$ cat config.mk
export PLATFORM = sky130hd
export DESIGN_NAME = tcmk_corner_sum
export DESIGN_NICKNAME = d
export VERILOG_FILES = /design/src/rtl/tcmk_corner_sum.sv
export SDC_FILE = /design/constraint.sdc
export NUM_CORES = 1
export LEC_CHECK = 0
export ABC_AREA = 1
export BUFFER_PORTS_ARGS = -buffer_cell sky130_fd_sc_hd__buf_2
export CORE_UTILIZATION = 30
export DETAILED_ROUTE_END_ITERATION = 8
export PLACE_DENSITY = 0.67
export SLEW_MARGIN = 40
export SYNTH_ARGS = -nofsm -noshare
export SYNTH_HDL_FRONTEND = slang
export SYNTH_SLANG_ARGS = --single-unit
$ cat constraint.sdc
create_clock -name clk -period 12.31 [get_ports clk]
set_clock_uncertainty 0.15 [all_clocks]
set_input_delay 2.462 -clock clk [delete_from_list [all_inputs] [get_ports clk]]
set_output_delay 2.462 -clock clk [all_outputs]
set_load 0.02 [all_outputs]
$ cat src/rtl/tcmk_corner_sum.sv
// First pipeline stage: exact sums of the three corner coordinates per axis.
// Also latches the starting bounding box; depends on no package.
module tcmk_corner_sum #(
	parameter int COORD_WIDTH = 32
) (
	input  logic                   clk,
	input  logic                   arst_n,
	input  logic                   in_valid,
	output logic                   in_ready,
	output logic                   out_valid,
	input  logic                   out_ready,
	input  logic [COORD_WIDTH-1:0] corner_a_x,
	input  logic [COORD_WIDTH-1:0] corner_a_y,
	input  logic [COORD_WIDTH-1:0] corner_b_x,
	input  logic [COORD_WIDTH-1:0] corner_b_y,
	input  logic [COORD_WIDTH-1:0] corner_c_x,
	input  logic [COORD_WIDTH-1:0] corner_c_y,
	input  logic [COORD_WIDTH-1:0] left_edge,
	input  logic [COORD_WIDTH-1:0] right_edge,
	input  logic [COORD_WIDTH-1:0] bottom_edge,
	input  logic [COORD_WIDTH-1:0] top_edge,
	output logic [COORD_WIDTH+1:0] sum_x,
	output logic [COORD_WIDTH+1:0] sum_y,
	output logic [COORD_WIDTH-1:0] min_x,
	output logic [COORD_WIDTH-1:0] max_x,
	output logic [COORD_WIDTH-1:0] min_y,
	output logic [COORD_WIDTH-1:0] max_y
);
	localparam int SW = COORD_WIDTH + 2;

	logic          valid_s1;
	logic [SW-1:0] sum_x_s1, sum_y_s1, sum_x_d, sum_y_d;
	logic [COORD_WIDTH-1:0] min_x_s1, max_x_s1, min_y_s1, max_y_s1;

	assign sum_x_d = {{2{corner_a_x[COORD_WIDTH-1]}}, corner_a_x}
		+ {{2{corner_b_x[COORD_WIDTH-1]}}, corner_b_x}
		+ {{2{corner_c_x[COORD_WIDTH-1]}}, corner_c_x};
	assign sum_y_d = {{2{corner_a_y[COORD_WIDTH-1]}}, corner_a_y}
		+ {{2{corner_b_y[COORD_WIDTH-1]}}, corner_b_y}
		+ {{2{corner_c_y[COORD_WIDTH-1]}}, corner_c_y};

	assign in_ready = ~valid_s1 | out_ready;

	always_ff @(posedge clk or negedge arst_n) begin
		if (!arst_n) begin
			valid_s1 <= 1'b0;
		end else if (in_ready) begin
			valid_s1 <= in_valid;
		end
	end

	always_ff @(posedge clk) begin
		if (in_valid && in_ready) begin
			sum_x_s1 <= sum_x_d;
			sum_y_s1 <= sum_y_d;
			min_x_s1 <= left_edge;
			max_x_s1 <= right_edge;
			min_y_s1 <= bottom_edge;
			max_y_s1 <= top_edge;
		end
	end

	assign out_valid = valid_s1;
	assign sum_x = sum_x_s1;
	assign sum_y = sum_y_s1;
	assign min_x = min_x_s1;
	assign max_x = max_x_s1;
	assign min_y = min_y_s1;
	assign max_y = max_y_s1;

endmodule

==> flow_summary.toml <==
[synthesis]
synth_top_cell_area_share_pct = 48.6
yosysWarnings = 0
yosys_most_used_dff = "edfxtp_1"
synth-edff-count = 196
syn_nets = 1773
synth_cell_types = 19
syn_avg_cell_area_um2 = 9.17
ys_async_sr_fraction_pct = 0.508
synth_area_mm2 = 0.0121
syn_inst = 1319
ys_ff_latch = 197
synth_top_area_cell = "edfxtp_1"
yosysSeqAreaShare_pct = 48.8
ys_top_cells_by_area = "edfxtp_1, nand2_1, fa_1"

[setup_path]
worstSetupPathType = "input port to output port"
critical_path.cell_chain = "buf_2 -> inv_1 -> nand2_1 -> buf_2"
r2r_cells = 3
cp-start-kind = "input port"
required_ps = 9700
reg2reg_to = "max_y[12]"
cp-startpoint = "out_ready"
cp-end-kind = "output port"
cpMaxStageDelayCell = "buf_2"
cpMostUsedCell = "buf_2"
reg2reg_setup_slack_ps = 9880
crit_arrival_ps = 2900
r2r-start = "out_valid"
slowest_delay_ps = 160
critPathMaxFanout = 2

[timing]
tightest_slew_ps = 758
fin_setup_tns_ps = 0
rsz0062_at_grt = "false"
timing.fmax_ghz = 0.181
relSlewSlack_pct = 49.5
timing.final.max_slew_violations = 0
finalSetupViolCount = 0
fin_crit_sh_pct = 44.8
fin_crit_ps = 5510
hold_viol_final = 0

[power_and_ir_drop]
ir_drop_v = 0.0000925
pwr-share-seq_pct = 38.0
switchingPower_w = 0.000829
p_per_area_mw_per_mm2 = 141
pwr-share-comb_pct = 36.0
leakage_nw = 8.44
internal-power_w = 0.00143
swShare_pct = 36.7
clkPwrFrac_pct = 26.0

[route]
via_count = 10348
drtIter0Drc = 585
drt-total-wl_mm = 35.8
drc = 0
vias_per_cell = 4.31
final_antenna_net_count = 0
wl_per_cell_um = 14.9
drt_pass1_iterations = 5

[placed_design]
place_congestion = 0.883
io_buffers = 521
placed_area_mm2 = 0.0154
dp_hpwl_mm = 30.3

[floorplan]
fp.dieH_um = 203
rows = 73
initial_utilization_pct = 30.5
num_io_pins = 522
fp.dieW_um = 203
die-area_mm2 = 0.0411
core_area_mm2 = 0.0397

[global_routing]
grt_pass1_vias = 9943
overflow = 0
grt_pass1_wl_mm = 54.2
antenna_found_initial = 3
grt_max_degree = 75
grtUsageTotal_pct = 17.2

[clocking]
root_buffer = "clkbuf_16"
post-cts-setup-buffers = 0
worstSkewPairLatency_ps = 450
cts_sinks = 197
cts_buffers = 17
cts_tree = "done"
clk_path_buf_depth = 2
h-tree-depth = 4
cts-resized-gates = 0
clkTransAtPathRegs_ps = 70
cts-hold-fix-buffers = 0

[min_path]
holdPathEnd = "out_valid"
min_from = "out_valid"
hold_class = "flip-flop to flip-flop"
hold_depth = 2

[layout]
multi_input_area_mm2 = 0.00523
seq_area_mm2 = 0.00591
syn_to_final_growth_pct = 32.4
n_fill_cell = 4006
postLayoutCellArea_mm2 = 0.0160
num-nets-final = 2316
drive_above_1_share_pct = 30.3

[run]
maxCapViolations = 0

[status]
outcome = "completed"
==> area by class of cell <==
| type | instances | area share [%] |
|---|---|---|
| clock buffers | 17 | 2.66 |
| repair buffers | 524 | 16.5 |
| diodes | 1 | 0.0156 |
| multi-input cells | 864 | 32.7 |
| clock inverters | 15 | 1.16 |
| flip-flops and latches | 197 | 36.9 |
| well taps | 525 | 4.10 |
| inverters | 258 | 6.04 |
==> critical path: cells and delay by family <==
family	cells	cell delay, ps
simple gates	1	80
buf+inv	3	360
==> Yosys cell counts (all sizes together), types with 3 or more instances <==
library cell and n:
or2 3, nand3 50, nor2 79, edfxtp 196, xor2 27, inv 258, fa 66, nand2 513
a21oi 41, nor3 8, nand4 6, xnor2 3, ha 64
==> stage by stage <==
step           utilization [%]  worst slack (ps)  cells  power (W)  hold slack [ps]
2_1_floorplan                -              3480   1319    0.00140              634
3_3_place_gp              38.8              6800   2368    0.00167              414
3_5_place_dp              38.8              6800   2368    0.00168              414
4_1_cts                   40.3              6800   2400    0.00228              431
5_1_grt                   40.3              6770   2401    0.00240              486
6_report                  40.3              6800   2401    0.00226              426
==> cells by family (layout without fill, tap and decap cells) <==
group / Yosys count / in the layout / share of synthesized area [%]
buf+inv: 258 / 814 / 8.00
fa+ha+maj: 130 / 130 / 17.5
flops: 197 / 197 / 48.8
other cells: 0 / 1 / 0
xor+xnor: 30 / 30 / 2.17
compound gates: 45 / 45 / 1.94
simple gates: 659 / 659 / 21.5
==> per-layer routing <==
layer / GRT usage [%] / vias up / part of all wire [%]
li1: - / 5207 / -
met1: 24.3 / 4731 / 48
met2: 27.0 / 376 / 45
met3: 2.92 / 32 / 5.5
met4: 5.40 / 2 / 1.6
met5: 0 / - / 0.036
==> power groups by stage <==
stage	Clock, W	Sequential [W]	Combinational [W]
finish	0.000587	0.000858	0.000812
global route	0.000629	0.000864	0.000908
CTS	0.000609	0.000860	0.000814
detailed placement	0	0.000875	0.000810
global placement	0	0.000873	0.000800
floorplan	0	0.000965	0.000440
==> worst max path at each step <==
stage	endpoint	slack, ps
CTS	in_ready	6800
floorplan	max_x[0]	3480
global placement	in_ready	6800
detailed placement	in_ready	6800
global route	in_ready	6770
finish	in_ready	6800
==> placed cells by master, fill, tap and decap left out, drive strengths merged <==
| cell | count |
|---|---|
| a21o | 2 |
| a21oi | 41 |
| buf | 524 |
| bufinv | 2 |
| clkbuf | 17 |
| clkinv | 5 |
| dfrtp | 1 |
| diode | 1 |
| edfxtp | 196 |
| fa | 66 |
| ha | 64 |
| inv | 266 |
| nand2 | 513 |
| nand3 | 50 |
| nand4 | 6 |
| nor2 | 79 |
| nor3 | 8 |
| o21bai | 2 |
| or2 | 3 |
| xnor2 | 3 |
| xor2 | 27 |
==> registers in the layout, summed over array words and instances, names as in the netlist <==
name,count
min_y,32
max_x,32
out_valid,1
sum_y,34
sum_x,34
max_y,32
min_x,32
Power figures use the tool's default switching activity.
