$ cat config.mk
export PLATFORM = sky130hd
export DESIGN_NAME = tcmk_cfg_regs
export DESIGN_NICKNAME = d
export VERILOG_FILES = /design/src/rtl/tcmk_pkg.sv /design/src/rtl/tcmk_cfg_regs.sv
export SDC_FILE = /design/constraint.sdc
export NUM_CORES = 1
export LEC_CHECK = 0
export ABC_CLOCK_PERIOD_IN_PS = 3800
export BUFFER_PORTS_ARGS = -buffer_cell sky130_fd_sc_hd__buf_4
export CORE_ASPECT_RATIO = 0.8
export CORE_MARGIN = 2
export CORE_UTILIZATION = 38
export CTS_BUF_LIST = sky130_fd_sc_hd__clkbuf_2 sky130_fd_sc_hd__clkbuf_4 sky130_fd_sc_hd__clkbuf_8
export DETAILED_ROUTE_END_ITERATION = 10
export PLACE_DENSITY = 0.68
export SLEW_MARGIN = 5
export SYNTH_ARGS = -nofsm -noshare
export SYNTH_HDL_FRONTEND = slang
export SYNTH_SLANG_ARGS = --single-unit
$ cat constraint.sdc
create_clock -name clk -period 3.8 [get_ports clk]
set_input_delay 0.38 -clock clk [delete_from_list [all_inputs] [get_ports clk]]
set_output_delay 0.38 -clock clk [all_outputs]
set_load 0.03 [all_outputs]
$ cat src/rtl/tcmk_pkg.sv
// Package for the triangle centroid curve key block.
// Holds key widths, register indexes and reset constants; depends on nothing.
package tcmk_pkg;

	localparam int KEY_W          = 60;
	localparam int BITS_PER_LEVEL = 3;
	localparam int OUT_TDATA_W    = ((KEY_W + 7) / 8) * 8;
	localparam int LEVEL_CNT_W    = 5;
	localparam int NUM_REGS       = 5;
	localparam int IDX_W          = $clog2(NUM_REGS);

	localparam logic [63:0]            ONE_FIXED       = 64'd1073741824;
	localparam logic [LEVEL_CNT_W-1:0] LEVEL_CNT_RESET = 5'd20;

	typedef enum logic [IDX_W-1:0] {
		REG_LEFT_EDGE   = 3'd0,
		REG_RIGHT_EDGE  = 3'd1,
		REG_BOTTOM_EDGE = 3'd2,
		REG_TOP_EDGE    = 3'd3,
		REG_LEVEL_COUNT = 3'd4
	} reg_idx_t;

	// Bit 2 of every level is never set in a key.
	function automatic logic [KEY_W-1:0] key_spare_mask();
		logic [KEY_W-1:0] m;
		m = '0;
		for (int i = 0; i < KEY_W; i++) begin
			if ((i % BITS_PER_LEVEL) == 2) begin
				m[i] = 1'b1;
			end
		end
		return m;
	endfunction

endpackage

$ cat src/rtl/tcmk_cfg_regs.sv
// Configuration register file on an APB-style port: bounding box and level count.
// Depends on tcmk_pkg for register indexes and reset constants.
module tcmk_cfg_regs #(
	parameter int COORD_WIDTH = 32
) (
	input  logic                                      clk,
	input  logic                                      arst_n,
	input  logic                                      psel,
	input  logic                                      penable,
	input  logic                                      pwrite,
	input  logic [tcmk_pkg::IDX_W+((COORD_WIDTH>32)?3:2)-1:0] paddr,
	input  logic [((COORD_WIDTH>32)?64:32)-1:0]       pwdata,
	output logic [((COORD_WIDTH>32)?64:32)-1:0]       prdata,
	output logic                                      pready,
	output logic [COORD_WIDTH-1:0]                    left_edge,
	output logic [COORD_WIDTH-1:0]                    right_edge,
	output logic [COORD_WIDTH-1:0]                    bottom_edge,
	output logic [COORD_WIDTH-1:0]                    top_edge,
	output logic [tcmk_pkg::LEVEL_CNT_W-1:0]          level_count
);
	import tcmk_pkg::*;

	localparam int CFG_DW   = (COORD_WIDTH > 32) ? 64 : 32;
	localparam int ADDR_LSB = (COORD_WIDTH > 32) ? 3 : 2;
	localparam int ADDR_W   = IDX_W + ADDR_LSB;

	localparam logic [COORD_WIDTH-1:0] POS_ONE = ONE_FIXED[COORD_WIDTH-1:0];
	localparam logic [COORD_WIDTH-1:0] NEG_ONE = COORD_WIDTH'(64'd0 - ONE_FIXED);

	logic [COORD_WIDTH-1:0] left_edge_q, right_edge_q, bottom_edge_q, top_edge_q;
	logic [LEVEL_CNT_W-1:0] level_count_q;
	reg_idx_t               idx;
	logic                   wr_en;

	assign idx   = reg_idx_t'(paddr[ADDR_W-1:ADDR_LSB]);
	assign wr_en = psel & penable & pwrite & pready;
	assign pready = 1'b1;

	always_ff @(posedge clk or negedge arst_n) begin
		if (!arst_n) begin
			left_edge_q   <= NEG_ONE;
			right_edge_q  <= POS_ONE;
			bottom_edge_q <= NEG_ONE;
			top_edge_q    <= POS_ONE;
			level_count_q <= LEVEL_CNT_RESET;
		end else if (wr_en) begin
			unique case (idx)
				REG_LEFT_EDGE:   left_edge_q   <= pwdata[COORD_WIDTH-1:0];
				REG_RIGHT_EDGE:  right_edge_q  <= pwdata[COORD_WIDTH-1:0];
				REG_BOTTOM_EDGE: bottom_edge_q <= pwdata[COORD_WIDTH-1:0];
				REG_TOP_EDGE:    top_edge_q    <= pwdata[COORD_WIDTH-1:0];
				REG_LEVEL_COUNT: level_count_q <= pwdata[LEVEL_CNT_W-1:0];
				default: ;
			endcase
		end
	end

	always_comb begin
		unique case (idx)
			REG_LEFT_EDGE:   prdata = CFG_DW'(left_edge_q);
			REG_RIGHT_EDGE:  prdata = CFG_DW'(right_edge_q);
			REG_BOTTOM_EDGE: prdata = CFG_DW'(bottom_edge_q);
			REG_TOP_EDGE:    prdata = CFG_DW'(top_edge_q);
			REG_LEVEL_COUNT: prdata = CFG_DW'(level_count_q);
			default:         prdata = '0;
		endcase
	end

	assign left_edge   = left_edge_q;
	assign right_edge  = right_edge_q;
	assign bottom_edge = bottom_edge_q;
	assign top_edge    = top_edge_q;
	assign level_count = level_count_q;

endmodule

==> impl_results.md <==
* Outcome: completed
* VDD IR-drop max at 273 µV
* FF-to-FF End: right_edge[2]$_DFFE_PN0P_
* Slowest CP cell: buf_4
* Crit-path most repeated cell: buf_4
* Routability cong. at 0.773
* Ys flop type: dfrtp_1
* Critical path, cell by cell: buf_4 -> mux4_2 -> nor2b_1 -> buf_4
* Initial Utilization at 0.390
* Tot Pwr at 4.99 mW
* Clock power frac at 0.247
* ANT cells at 0
* Worst-Margin Slew at 1.01 ns
* Largest net degree at the start of global routing at 79
* Hold Path Class: input port to async pin
* Slew margin rel. at 0.330
* Syn avg cell area at 16.2 µm²
* Warnings from Yosys at 0
* DRC at 0
* Total Die Area at 0.0174 mm²
* Core Area at 0.0159 mm²
* CTS resizes at 0
* Data required, critical path at 3.42 ns
* Async SR Flop Fraction at 1.00
* Clk sinks at 133
* R2R cell count at 1
* CP Launch Type: input port
* Die height at 118 µm
* Layout fillers at 1358
* First-pass GRT wire length at 25200 µm
* Number of synthesized flops with an enable pin at 0
* CTS tree: done
* Number of port buffers at 204
* Routed Antenna Nets at 0
* Static leakage at 4.06 nW
* Seq/Total Area, Yosys at 0.538
* Sw frac at 0.352
* Seq cells post-synth at 133
* Iteration-0 DRC Markers at 237
* CP endpoint kind: primary output
* Reg2reg start: right_edge[2]$_DFFE_PN0P_
* Synthesized area at 0.00621 mm²
* Cell row count at 41
* Critical setup path kind: input port to primary output
* Top-count cell post-synth: dfrtp_1
* Final slew viol count at 0
* Flop2flop setup slack at 2.97 ns
* Worst EP arrival at 1.96 ns
* Fin. Hold Viols at 0
* Wire per inst at 19.8 µm
* H-tree depth at 4
* Final setup violation count at 0
* Internal at 3.23 mW
* Fmax achieved at 428 MHz
* Final period utilization at 0.614
* Comb power frac at 0.361
* Worst-path maximum fanout at 43
* Clock Pin Slew Worst Setup and Hold Paths at 0.07 ns
* Via density at 5.09
* Count of cell types in the netlist at 24
* Power share of the sequential group at 0.392
* Cts-stage hold buffer count at 0
* Mapped Nets at 425
* Post-Synthesis Cells at 383
* Ports at 208
* DIE WIDTH at 147 µm
* Initial antenna violation count at 0
* Fraction of layout cells with a size suffix above 1 at 0.705
* Pwr Density at 598 mW/mm²
* Post-Route WL at 16100 µm
* Leading area contributor after synthesis: dfrtp_1
* Setup TNS at 0 ns
* First-pass detailed-route iteration total at 4
* Switch Pwr at 1.76 mW
* GRT overflow at 0
* Vias post-DR at 4144
* Crit path time final at 2.34 ns
* All-Layer GR Usage at 0.188
* Largest cells by area after synthesis: dfrtp_1, mux2_2, mux4_2
* Synth cell count leaders: dfrtp_1, mux2_2, mux2_4, mux4_2, nor2b_1
* Worst-skew pair later-pin latency at 0.43 ns
* DP Wirelength at 10800 µm
* Largest stage delay, worst path at 0.61 ns
* Post CTS Setup Buffer Count at 0
* Final nets at 628
* Final Skew at 0 ns
* Max_cap viols at 0
* Unrepaired setup endpoints after global routing: false
* CTS Buf Count at 17
* Area Overhead vs Synth at 34.2%
* CTS Root Buffer Type: clkbuf_8
* Vias in the first global route at 4376
* Post-synth top area share at 0.504
* CTS Buffer Depth at 2
==> critical path, delay by kind of cell <==
family                 cells  cell delay [ns]
and+or+nand+nor            1             0.16
buffers and inverters      2             0.81
muxes                      1             0.58
==> cell families after synthesis <==
family,Yosys count,synth area share
AOI/OAI and AO/OA,15,0.0151
muxes,165,0.366
buffers and inverters,27,0.0314
and+or+nand+nor,42,0.0490
DFF,133,0.538
other,1,0.000604
==> per-stage QoR <==
stage,hold WS [ns],std cells,setup WS (ns),area (µm²),util
after floorplan,0.0844,383,1.60,6210,-
after global placement,0.512,782,1.08,7910,0.498
after detailed placement,0.524,782,1.02,7910,0.498
after CTS,0.130,814,1.43,8330,0.524
after global routing,0.161,814,1.34,8330,0.524
final,0.0988,814,1.46,8330,0.524
==> final cells by class <==
| class | instances | area (µm²) | share of cell area |
|---|---|---|---|
| flip-flops and latches | 133 | 3340 | 0.401 |
| clock inverters | 4 | 70.1 | 0.00841 |
| multi-input cells | 223 | 2700 | 0.324 |
| repair buffers | 211 | 1610 | 0.193 |
| well taps | 215 | 269 | 0.0323 |
| clock buffers | 28 | 348 | 0.0417 |
==> sequential cells by signal, indices dropped and copies added (netlist names) <==
name / count
right_edge: 32
left_edge: 32
bottom_edge: 32
top_edge: 32
level_count: 5
==> metal layers <==
layer,wire [µm],track usage,part of all wire
met1,7300,0.260,0.45
met2,7680,0.290,0.48
met3,1010,0.0618,0.063
met4,102,0.0415,0.0063
met5,0,0,0
==> cells in the final DEF, fill, tap and decap left out <==
master	instances
and2b_1	4
dfstp_2	8
mux4_2	27
a22oi_1	5
nor2b_1	25
nand2_1	1
conb_1	1
nor2_4	1
nand3_1	1
nand4b_4	1
mux2_4	30
or3_2	1
clkinv_2	2
dfrtp_1	125
a21oi_1	5
clkbuf_4	6
o22ai_1	5
buf_12	2
clkbuf_8	22
buf_4	209
mux2_2	108
bufinv_16	2
nor3b_2	1
nor3b_1	5
nor3b_4	2
==> power by group through the flow <==
| stage | clock (mW) | combinational (mW) | sequential [mW] |
|---|---|---|---|
| final | 1.23 | 1.80 | 1.95 |
| after global routing | 1.33 | 1.88 | 1.99 |
| after CTS | 1.27 | 1.82 | 1.95 |
| after detailed placement | 0 | 1.81 | 1.97 |
| after global placement | 0 | 1.79 | 1.95 |
| after floorplan | 0 | 0.578 | 2.46 |
==> worst max path at each step <==
stage,endpoint,startpoint,slack (ns),cells past startpoint
final,prdata[5],paddr[2],1.46,4
after global routing,prdata[15],paddr[2],1.34,4
after detailed placement,left_edge[14]$_DFFE_PN0P_,paddr[2],1.02,4
after floorplan,prdata[0],paddr[2],1.60,6
after CTS,prdata[5],paddr[2],1.43,4
after global placement,left_edge[9]$_DFFE_PN0P_,paddr[2],1.08,4
Power figures use the tool's default switching activity.
