`src/rtl/tcmk_pkg.sv`:
```
// Package for the triangle centroid curve key block.
// Holds key widths, register indexes and reset constants; depends on nothing.
package tcmk_pkg;

	localparam int KEY_W          = 60;
	localparam int BITS_PER_LEVEL = 3;
	localparam int OUT_TDATA_W    = ((KEY_W + 7) / 8) * 8;
	localparam int LEVEL_CNT_W    = 5;
	localparam int NUM_REGS       = 5;
	localparam int IDX_W          = $clog2(NUM_REGS);

	localparam logic [63:0]            ONE_FIXED       = 64'd1073741824;
	localparam logic [LEVEL_CNT_W-1:0] LEVEL_CNT_RESET = 5'd20;

	typedef enum logic [IDX_W-1:0] {
		REG_LEFT_EDGE   = 3'd0,
		REG_RIGHT_EDGE  = 3'd1,
		REG_BOTTOM_EDGE = 3'd2,
		REG_TOP_EDGE    = 3'd3,
		REG_LEVEL_COUNT = 3'd4
	} reg_idx_t;

	// Bit 2 of every level is never set in a key.
	function automatic logic [KEY_W-1:0] key_spare_mask();
		logic [KEY_W-1:0] m;
		m = '0;
		for (int i = 0; i < KEY_W; i++) begin
			if ((i % BITS_PER_LEVEL) == 2) begin
				m[i] = 1'b1;
			end
		end
		return m;
	endfunction

endpackage

```
`src/rtl/tcmk_level.sv`:
```
// One bisection level as a pipeline stage: compares the centroid with the box
// centre, appends key bits if active and halves the box. Depends on tcmk_pkg.
module tcmk_level #(
	parameter int COORD_WIDTH = 32,
	parameter int LEVEL       = 0
) (
	input  logic                             clk,
	input  logic                             arst_n,
	input  logic                             in_valid,
	output logic                             in_ready,
	output logic                             out_valid,
	input  logic                             out_ready,
	input  logic [tcmk_pkg::LEVEL_CNT_W-1:0] level_count,
	input  logic [COORD_WIDTH+1:0]           sum_x_i,
	input  logic [COORD_WIDTH+1:0]           sum_y_i,
	input  logic [COORD_WIDTH-1:0]           min_x_i,
	input  logic [COORD_WIDTH-1:0]           max_x_i,
	input  logic [COORD_WIDTH-1:0]           min_y_i,
	input  logic [COORD_WIDTH-1:0]           max_y_i,
	input  logic [tcmk_pkg::KEY_W-1:0]       key_i,
	output logic [COORD_WIDTH+1:0]           sum_x_o,
	output logic [COORD_WIDTH+1:0]           sum_y_o,
	output logic [COORD_WIDTH-1:0]           min_x_o,
	output logic [COORD_WIDTH-1:0]           max_x_o,
	output logic [COORD_WIDTH-1:0]           min_y_o,
	output logic [COORD_WIDTH-1:0]           max_y_o,
	output logic [tcmk_pkg::KEY_W-1:0]       key_o
);
	import tcmk_pkg::*;

	localparam int W  = COORD_WIDTH;
	localparam int TW = COORD_WIDTH + 3;

	logic                valid_s1;
	logic [W:0]          mid_x_sum, mid_y_sum;
	logic [W-1:0]        mid_x, mid_y;
	logic signed [TW-1:0] mid_x_e, mid_y_e, thr_x, thr_y, sum_x_e, sum_y_e;
	logic                x_high, y_high, active;
	logic [W+1:0]        sum_x_s1, sum_y_s1;
	logic [W-1:0]        min_x_s1, max_x_s1, min_y_s1, max_y_s1;
	logic [KEY_W-1:0]    key_s1;

	// The floored centroid exceeds the centre exactly when the corner sum
	// exceeds three times the centre plus two, so no division is needed.
	assign mid_x_sum = {min_x_i[W-1], min_x_i} + {max_x_i[W-1], max_x_i};
	assign mid_y_sum = {min_y_i[W-1], min_y_i} + {max_y_i[W-1], max_y_i};
	assign mid_x     = mid_x_sum[W:1];
	assign mid_y     = mid_y_sum[W:1];
	assign mid_x_e   = $signed({{3{mid_x[W-1]}}, mid_x});
	assign mid_y_e   = $signed({{3{mid_y[W-1]}}, mid_y});
	assign thr_x     = (mid_x_e <<< 1) + mid_x_e + TW'(2);
	assign thr_y     = (mid_y_e <<< 1) + mid_y_e + TW'(2);
	assign sum_x_e   = $signed({sum_x_i[W+1], sum_x_i});
	assign sum_y_e   = $signed({sum_y_i[W+1], sum_y_i});
	assign x_high    = sum_x_e > thr_x;
	assign y_high    = sum_y_e > thr_y;
	assign active    = level_count > LEVEL_CNT_W'(LEVEL);

	assign in_ready = ~valid_s1 | out_ready;

	always_ff @(posedge clk or negedge arst_n) begin
		if (!arst_n) begin
			valid_s1 <= 1'b0;
		end else if (in_ready) begin
			valid_s1 <= in_valid;
		end
	end

	always_ff @(posedge clk) begin
		if (in_valid && in_ready) begin
			sum_x_s1 <= sum_x_i;
			sum_y_s1 <= sum_y_i;
			min_x_s1 <= x_high ? mid_x : min_x_i;
			max_x_s1 <= x_high ? max_x_i : mid_x;
			min_y_s1 <= y_high ? mid_y : min_y_i;
			max_y_s1 <= y_high ? max_y_i : mid_y;
			key_s1   <= active ? {key_i[KEY_W-BITS_PER_LEVEL-1:0], 1'b0, y_high, x_high}
				: key_i;
		end
	end

	assign out_valid = valid_s1;
	assign sum_x_o   = sum_x_s1;
	assign sum_y_o   = sum_y_s1;
	assign min_x_o   = min_x_s1;
	assign max_x_o   = max_x_s1;
	assign min_y_o   = min_y_s1;
	assign max_y_o   = max_y_s1;
	assign key_o     = key_s1;

endmodule

```
`config.mk`:
```
export PLATFORM = sky130hd
export DESIGN_NAME = tcmk_level
export DESIGN_NICKNAME = d
export VERILOG_FILES = /design/src/rtl/tcmk_pkg.sv /design/src/rtl/tcmk_level.sv
export SDC_FILE = /design/constraint.sdc
export NUM_CORES = 1
export LEC_CHECK = 0
export BUFFER_PORTS_ARGS = -buffer_cell sky130_fd_sc_hd__buf_4
export CORE_AREA = 2 2 204 206
export CTS_CLUSTER_SIZE = 30
export DETAILED_ROUTE_END_ITERATION = 6
export DIE_AREA = 0 0 206 208
export PLACE_DENSITY_LB_ADDON = 0.25
export RECOVER_POWER = 50
export SLEW_MARGIN = 25
export SYNTH_ARGS = -nofsm -noshare
export SYNTH_HDL_FRONTEND = slang
export SYNTH_SLANG_ARGS = --single-unit
```
`constraint.sdc`:
```
create_clock -name clk -period 6.9 [get_ports clk]
set_input_delay 0.345 -clock clk [delete_from_list [all_inputs] [get_ports clk]]
set_output_delay 0.345 -clock clk [all_outputs]
set_load 0.005 [all_outputs]
```
==> results of run 1 <==
-- routing by layer --
| layer | vias up | routed length [microns] |
|---|---|---|
| met5 | - | 37 |
| met4 | 6 | 2320 |
| met3 | 120 | 3840 |
| met2 | 561 | 30800 |
| met1 | 7979 | 24800 |
| li1 | 7994 | - |
-- kinds of logic (layout without fill, tap and decap cells) --
group | Yosys count | in the layout | share of synthesized area
AND/OR/NAND/NOR | 306 | 306 | 0.0838
adder cells (fa/ha/maj) | 226 | 226 | 0.153
buffers and inverters | 96 | 993 | 0.0206
XOR/XNOR | 149 | 149 | 0.0705
AO/OA/AOI/OAI | 432 | 432 | 0.153
flip-flops | 257 | 257 | 0.414
other | 0 | 4 | 0
multiplexers | 174 | 174 | 0.105
-- cell type report --
| type | count | area (sq um) | share of cell area |
|---|---|---|---|
| Tap cell | 532 | 666 | 0.0247 |
| Timing Repair Buffer | 883 | 6430 | 0.239 |
| Clock inverter | 22 | 267 | 0.00990 |
| Multi-Input combinational cell | 1287 | 10900 | 0.404 |
| Antenna cell | 4 | 10.0 | 0.000372 |
| Clock buffer | 34 | 766 | 0.0284 |
| Inverter | 54 | 203 | 0.00753 |
| Sequential cell | 257 | 7710 | 0.287 |
-- per-stage QoR --
| step | worst slack [ps] | setup TNS, ps |
|---|---|---|
| floorplan | 50.2 | 0 |
| global placement | -604 | -45190 |
| detailed placement | -774 | -67770 |
| CTS | 17.8 | 0 |
| global route | -137 | -6700 |
| finish | 187 | 0 |
-- power breakdown --
group | switching [mW] | leakage, nW | internal, mW
logic | 2.70 | 9.03 | 2.83
registers | 0.0628 | 2.45 | 2.04
clock network | 0.675 | 0.506 | 0.988
total | 3.44 | 12.0 | 5.86
-- synth_stat cells, drive strengths merged (5+ instances only) --
master,count,area share
a21oi,130,0.036
o21ai,82,0.022
nand2b,12,0.0040
edfxtp,256,0.41
mux2,164,0.099
a21boi,7,0.0028
nor2b,22,0.0074
nand2,77,0.016
o31ai,7,0.0031
or2,8,0.0027
nand4,25,0.0084
a221oi,5,0.0036
a21o,98,0.040
o211ai,8,0.0032
a31oi,18,0.0064
mux2i,10,0.0054
clkbuf,27,0.0054
nor3,9,0.0024
and3,19,0.0064
and2,35,0.012
nor2,57,0.011
buf,15,0.0043
xnor2,74,0.035
o21a,14,0.0056
or3,6,0.0020
a211oi,8,0.0038
ha,222,0.15
xor2,75,0.036
inv,54,0.011
o21bai,12,0.0048
nand3,24,0.0065
-- flip-flops by register name, summed over array words and instances, names as in the netlist --
register / flops
sum_y_o: 34
max_x_o: 32
min_y_o: 32
min_x_o: 32
out_valid: 1
key_o: 60
max_y_o: 32
sum_x_o: 34
-- worst paths after layout --
| kind | from | endpoint | depth (start not counted) |
|---|---|---|---|
| min in group asynchronous | arst_n | out_valid$_DFFE_PN0N_ | 2 |
| setup / recovery | max_y_i[1] | max_y_o[20]$_DFFE_PP_ | 33 |
| max in group asynchronous | arst_n | out_valid$_DFFE_PN0N_ | 2 |
| hold reg to reg | out_valid$_DFFE_PN0N_ | out_valid$_DFFE_PN0N_ | 2 |
| hold / removal | max_x_i[3] | max_x_o[3]$_DFFE_PP_ | 2 |
| setup reg to reg | out_valid$_DFFE_PN0N_ | sum_y_o[32]$_DFFE_PP_ | 3 |
-- critical path: cells and delay by family --
family / cells / cell delay (ps)
and+or+nand+nor: 8 / 1400
muxes: 1 / 300
AOI/OAI and AO/OA: 10 / 2400
xor gates and xnor gates: 3 / 470
adders and majority gates: 3 / 860
buffers and inverters: 8 / 1220
-- timing repair --
item	in CTS	in global routing
gates cloned	0	8
setup endpoints to repair	60	124
buffers inserted	0	15
endpoints found under the hold margin	70	0
resized for setup	4	61
hold buffers	70	0
pin swaps	0	37
==> summary.txt, run 1 <==
Power and ir drop
  – PD cells: 345 nW/um^2
  – LEAKAGE: 12.0 nW
  – Power, Total: 9.30 mW
  – Worst vdd ir: 0.319 mV

Worst setup path
  – CP required: 7220 ps
  – CP most frequent cell: buf_4
  – R2r setup slk: 3750 ps
  – Slowest cell on crit path: o311ai_2
  – Type of destination of the critical path: flip-flop
  – Setup CP Type: input port to flip-flop
  – CP max stage delay: 460 ps
  – Worst-path fanout max: 8
  – Crit start category: input port
  – CP Data Arrival Time: 7030 ps

Yosys
  – Syn Inst Count: 1640
  – Mapped Area: 18600 sq um
  – Syn_area_per_cell: 11.4 sq um
  – Synth Flop Type: edfxtp_1
  – Ys async rst share: 0.00389
  – Synth warn: 0
  – Synthesized Nets: 2131
  – EDFF count, synth: 256
  – Flops & latches, synth: 257
  – Synth cell types: 76
  – Seq/Total Area, Yosys: 0.414

Clock network
  – Num CTS Buffers: 30
  – CTS Sinks: 257
  – Root buf cell: clkbuf_16
  – Clk slew on worst S/H paths: 60 ps
  – H-Tree Depth: 1
  – CTS tree: done
  – Latest clock arrival within the worst-skew pair: 590 ps
  – Clock tree buffer depth: 3

Min path
  – Hold WC Path Type: input port to flip-flop

Detailed routing
  – Initial DRC Count: 747
  – Via density per instance: 5.42
  – Remaining antenna violation count: 0
  – DRC viols: 0
  – Vias: 16660
  – Final WL: 61.8 mm
  – Drt wl/cell: 20.1 microns
  – DRT Pass-1 Iters: 7

Finish
  – Most frequent cells in the layout: buf_4 (468), edfxtp_1 (256), ha_1 (220)
  – NumNets Final: 3004
  – Final std cells w/o fill: 3073
  – Final core occ: 0.664
  – Fillers: 3264
  – Post-route design area: 26900 sq um
  – Commonest non-fill, non-tap cell in the layout: buf_4
  – Layout cells sized above 1: 0.366
  – Area growth syn-to-layout: 44.5%

Place
  – Placed insts: 2920
  – Number of port buffers: 522
  – Area post-placement: 25100 sq um
  – DP HPWL: 48.8 mm
  – GP Congestion: 0.962

Timing
  – Worst clock skew: 22.5 ps
  – Fin crit share: 0.973
  – Setup Viol. Count Final: 0
  – Crit path time final: 6710 ps
  – Slew Limit Headroom: -1.21
  – Worst hold slack: 47.5 ps
  – Least-Margin Pin Slew: 3320 ps
  – Max-slew violations: 86
  – Final Hold Vio Count: 0
  – F_max: 149 MHz

Global routing
  – GR Layer Usage met2: 0.486
  – Met3 Usage GRT: 0.0501
  – Global route total overflow: 0
  – Vias in the first global route: 16509
  – Largest net degree at the start of global routing: 156
  – GR Util met1: 0.325
  – Initial antenna violation count: 8
  – First-pass GRT wire length: 90.6 mm
  – All-Layer GR Usage: 0.271
  – Top Usage Layer GRT: met2

Run status
  – Failing checks: capacitance limit, slew limit
  – Outcome: finished, violations left

Floorplanning
  – # IOs: 523
  – Row cnt: 74
  – Initial Util: 0.459
  – Die height: 208 microns
  – Die width: 206 microns
  – CORE AREA: 40600 sq um
  – Die area: 42800 sq um

Flow run
  – Max Cap Viol: 2
Note: power is estimated with default switching activity, not from simulation.
==> run 2: changes to the inputs <==
--- a/config.mk
+++ b/config.mk
@@ -7,11 +7,11 @@
 export LEC_CHECK = 0
 export BUFFER_PORTS_ARGS = -buffer_cell sky130_fd_sc_hd__buf_4
 export CORE_AREA = 2 2 204 206
-export CTS_CLUSTER_SIZE = 30
 export DETAILED_ROUTE_END_ITERATION = 6
 export DIE_AREA = 0 0 206 208
 export PLACE_DENSITY_LB_ADDON = 0.25
 export RECOVER_POWER = 50
+export REMOVE_ABC_BUFFERS = 1
 export SLEW_MARGIN = 25
 export SYNTH_ARGS = -nofsm -noshare
 export SYNTH_HDL_FRONTEND = slang
==> run 2 against run 1 <==
Net effect: the run still ends with capacitance limit, slew limit left; fmax hardly changed; via count shrank 0.16%; sequential share of layout area hardly changed; clock power down 8%; worst hold slack better by 21 ps; critical path depth rose by 2; register-to-register slack improved by 70 ps; routed wire length fell by 4.6%; global-route usage down 0.65 points; clock skew down 13 ps; first-iteration DRC count is 6.3% lower; utilization about the same; critical path type unchanged; largest cell class unchanged; highest routed layer unchanged.
==> summary.txt, run 2 (synthesis results as in run 1) <==
Run status
  – Outcome: finished, violations left
  – Failing checks: capacitance limit, slew limit

Global routing
  – Initial antenna violation count: 8
  – Vias in the first global route: 17223
  – Largest net degree at the start of global routing: 164
  – All-Layer GR Usage: 0.264
  – First-pass GRT wire length: 89.9 mm
  – Global route total overflow: 0

Floorplanning
  – Initial Util: 0.459
  – Die width: 206 microns
  – # IOs: 523
  – CORE AREA: 40600 sq um
  – Die area: 42800 sq um
  – Row cnt: 74
  – Die height: 208 microns

Detailed routing
  – DRC viols: 0
  – Final WL: 58.9 mm
  – Vias: 16634
  – DRT Pass-1 Iters: 5
  – Drt wl/cell: 19.1 microns
  – Via density per instance: 5.38
  – Remaining antenna violation count: 0
  – Initial DRC Count: 700

Clock network
  – Clock tree buffer depth: 3
  – Latest clock arrival within the worst-skew pair: 570 ps
  – H-Tree Depth: 1
  – CTS tree: done
  – Root buf cell: clkbuf_16
  – CTS Sinks: 257
  – Num CTS Buffers: 29
  – Clk slew on worst S/H paths: 60 ps

Timing
  – Max-slew violations: 85
  – F_max: 149 MHz
  – Worst clock skew: 9.54 ps
  – Slew Limit Headroom: -1.22
  – Least-Margin Pin Slew: 3330 ps
  – Crit path time final: 6710 ps
  – Final Hold Vio Count: 0
  – Setup Viol. Count Final: 0
  – Setup ws final: 185 ps
  – Worst hold slack: 68.5 ps
  – Fin crit share: 0.973

Finish
  – Commonest non-fill, non-tap cell in the layout: buf_4
  – Most frequent cells in the layout: buf_4 (499), edfxtp_1 (256), ha_1 (221)
  – Area growth syn-to-layout: 44.5%
  – Max reg flops: 60
  – Final std cells w/o fill: 3094
  – Fillers: 3223
  – NumNets Final: 3029
  – Layout cells sized above 1: 0.370

Flow run
  – Max Cap Viol: 2

Power and ir drop
  – PD cells: 337 nW/um^2
  – Power, Total: 9.07 mW
  – Worst vdd ir: 0.267 mV
  – LEAKAGE: 12.0 nW

Worst setup path
  – CP max stage delay: 460 ps
  – R2r setup slk: 3820 ps
  – Setup CP Type: input port to flip-flop
  – Type of destination of the critical path: flip-flop
  – CP most frequent cell: a21oi_2
  – Slowest cell on crit path: fa_1
  – Worst-path fanout max: 14
  – Crit start category: input port
  – CP Data Arrival Time: 7020 ps
  – CP required: 7210 ps

Place
  – Placed insts: 2955
  – Post-Place Setup Slack: -630 ps
  – GP Congestion: 0.925
  – DP HPWL: 46.1 mm
  – Number of port buffers: 522

Min path
  – Hold WC Path Type: input port to flip-flop
run 2: changes by cell type in the layout (fill, tap and decap cells not counted), sizes merged:
cell,previous run,this run
clkinvlp,1,3
diode,4,5
clkbuf,368,362
clkinv,15,11
buf,479,508
inv,55,56
bufinv,5,3
run 2: timing repair:
| action | CTS | global route |
|---|---|---|
| endpoints found under the hold margin | 70 | 0 |
| pin swaps | 0 | 13 |
| cloned | 0 | 3 |
| hold buffers | 70 | 0 |
| buffers inserted | 0 | 11 |
| gates resized for setup | 1 | 52 |
| setup endpoints to repair | 53 | 130 |
run 2: cell type report:
type	instances	area (sq um)	area share
Multi-Input combinational cell	1287	10800	0.402
Sequential cell	257	7710	0.287
Timing Repair Buffer	909	6570	0.244
Clock buffer	31	733	0.0273
Tap cell	532	666	0.0247
Inverter	54	203	0.00753
Clock inverter	19	183	0.00679
Antenna cell	5	12.5	0.000465
run 2: where the power goes:
part	internal (mW)	switching, mW
Sequential	2.04	0.0670
Clock	0.877	0.655
Combinational	2.82	2.61
run 2: stage by stage:
stage | instance area (sq um) | utilization | TNS, ps
floorplan | 18400 | - | -386630
global route | 26900 | 0.663 | -1600
finish | 26900 | 0.663 | 0
detailed placement | 25400 | 0.627 | -62220
global placement | 25400 | 0.627 | -49920
CTS | 27000 | 0.667 | 0
run 2: worst max-delay path, delay by kind of cell:
family,cells,cell delay (ps)
AOI/OAI and AO/OA,16,2680
and+or+nand+nor,5,1030
adders and majority gates,3,1000
buffers and inverters,7,920
xor gates and xnor gates,3,680
muxes,1,330
run 2: worst paths after layout:
kind,to,startpoint,cells after the start
hold / removal,max_x_o[25]$_DFFE_PP_,max_x_i[25],3
max in group asynchronous,out_valid$_DFFE_PN0N_,arst_n,2
setup reg to reg,sum_y_o[17]$_DFFE_PP_,out_valid$_DFFE_PN0N_,3
min in group asynchronous,out_valid$_DFFE_PN0N_,arst_n,2
hold reg to reg,out_valid$_DFFE_PN0N_,out_valid$_DFFE_PN0N_,2
setup / recovery,max_y_o[14]$_DFFE_PP_,min_y_i[1],35
run 2: per-layer routing:
metal / wire length [microns] / up-vias / global-route usage
met5: 43 / - / 0
met2: 29100 / 574 / 0.463
met1: 23400 / 7855 / 0.313
li1: - / 8053 / -
met4: 2680 / 6 / 0.117
met3: 3700 / 146 / 0.0487
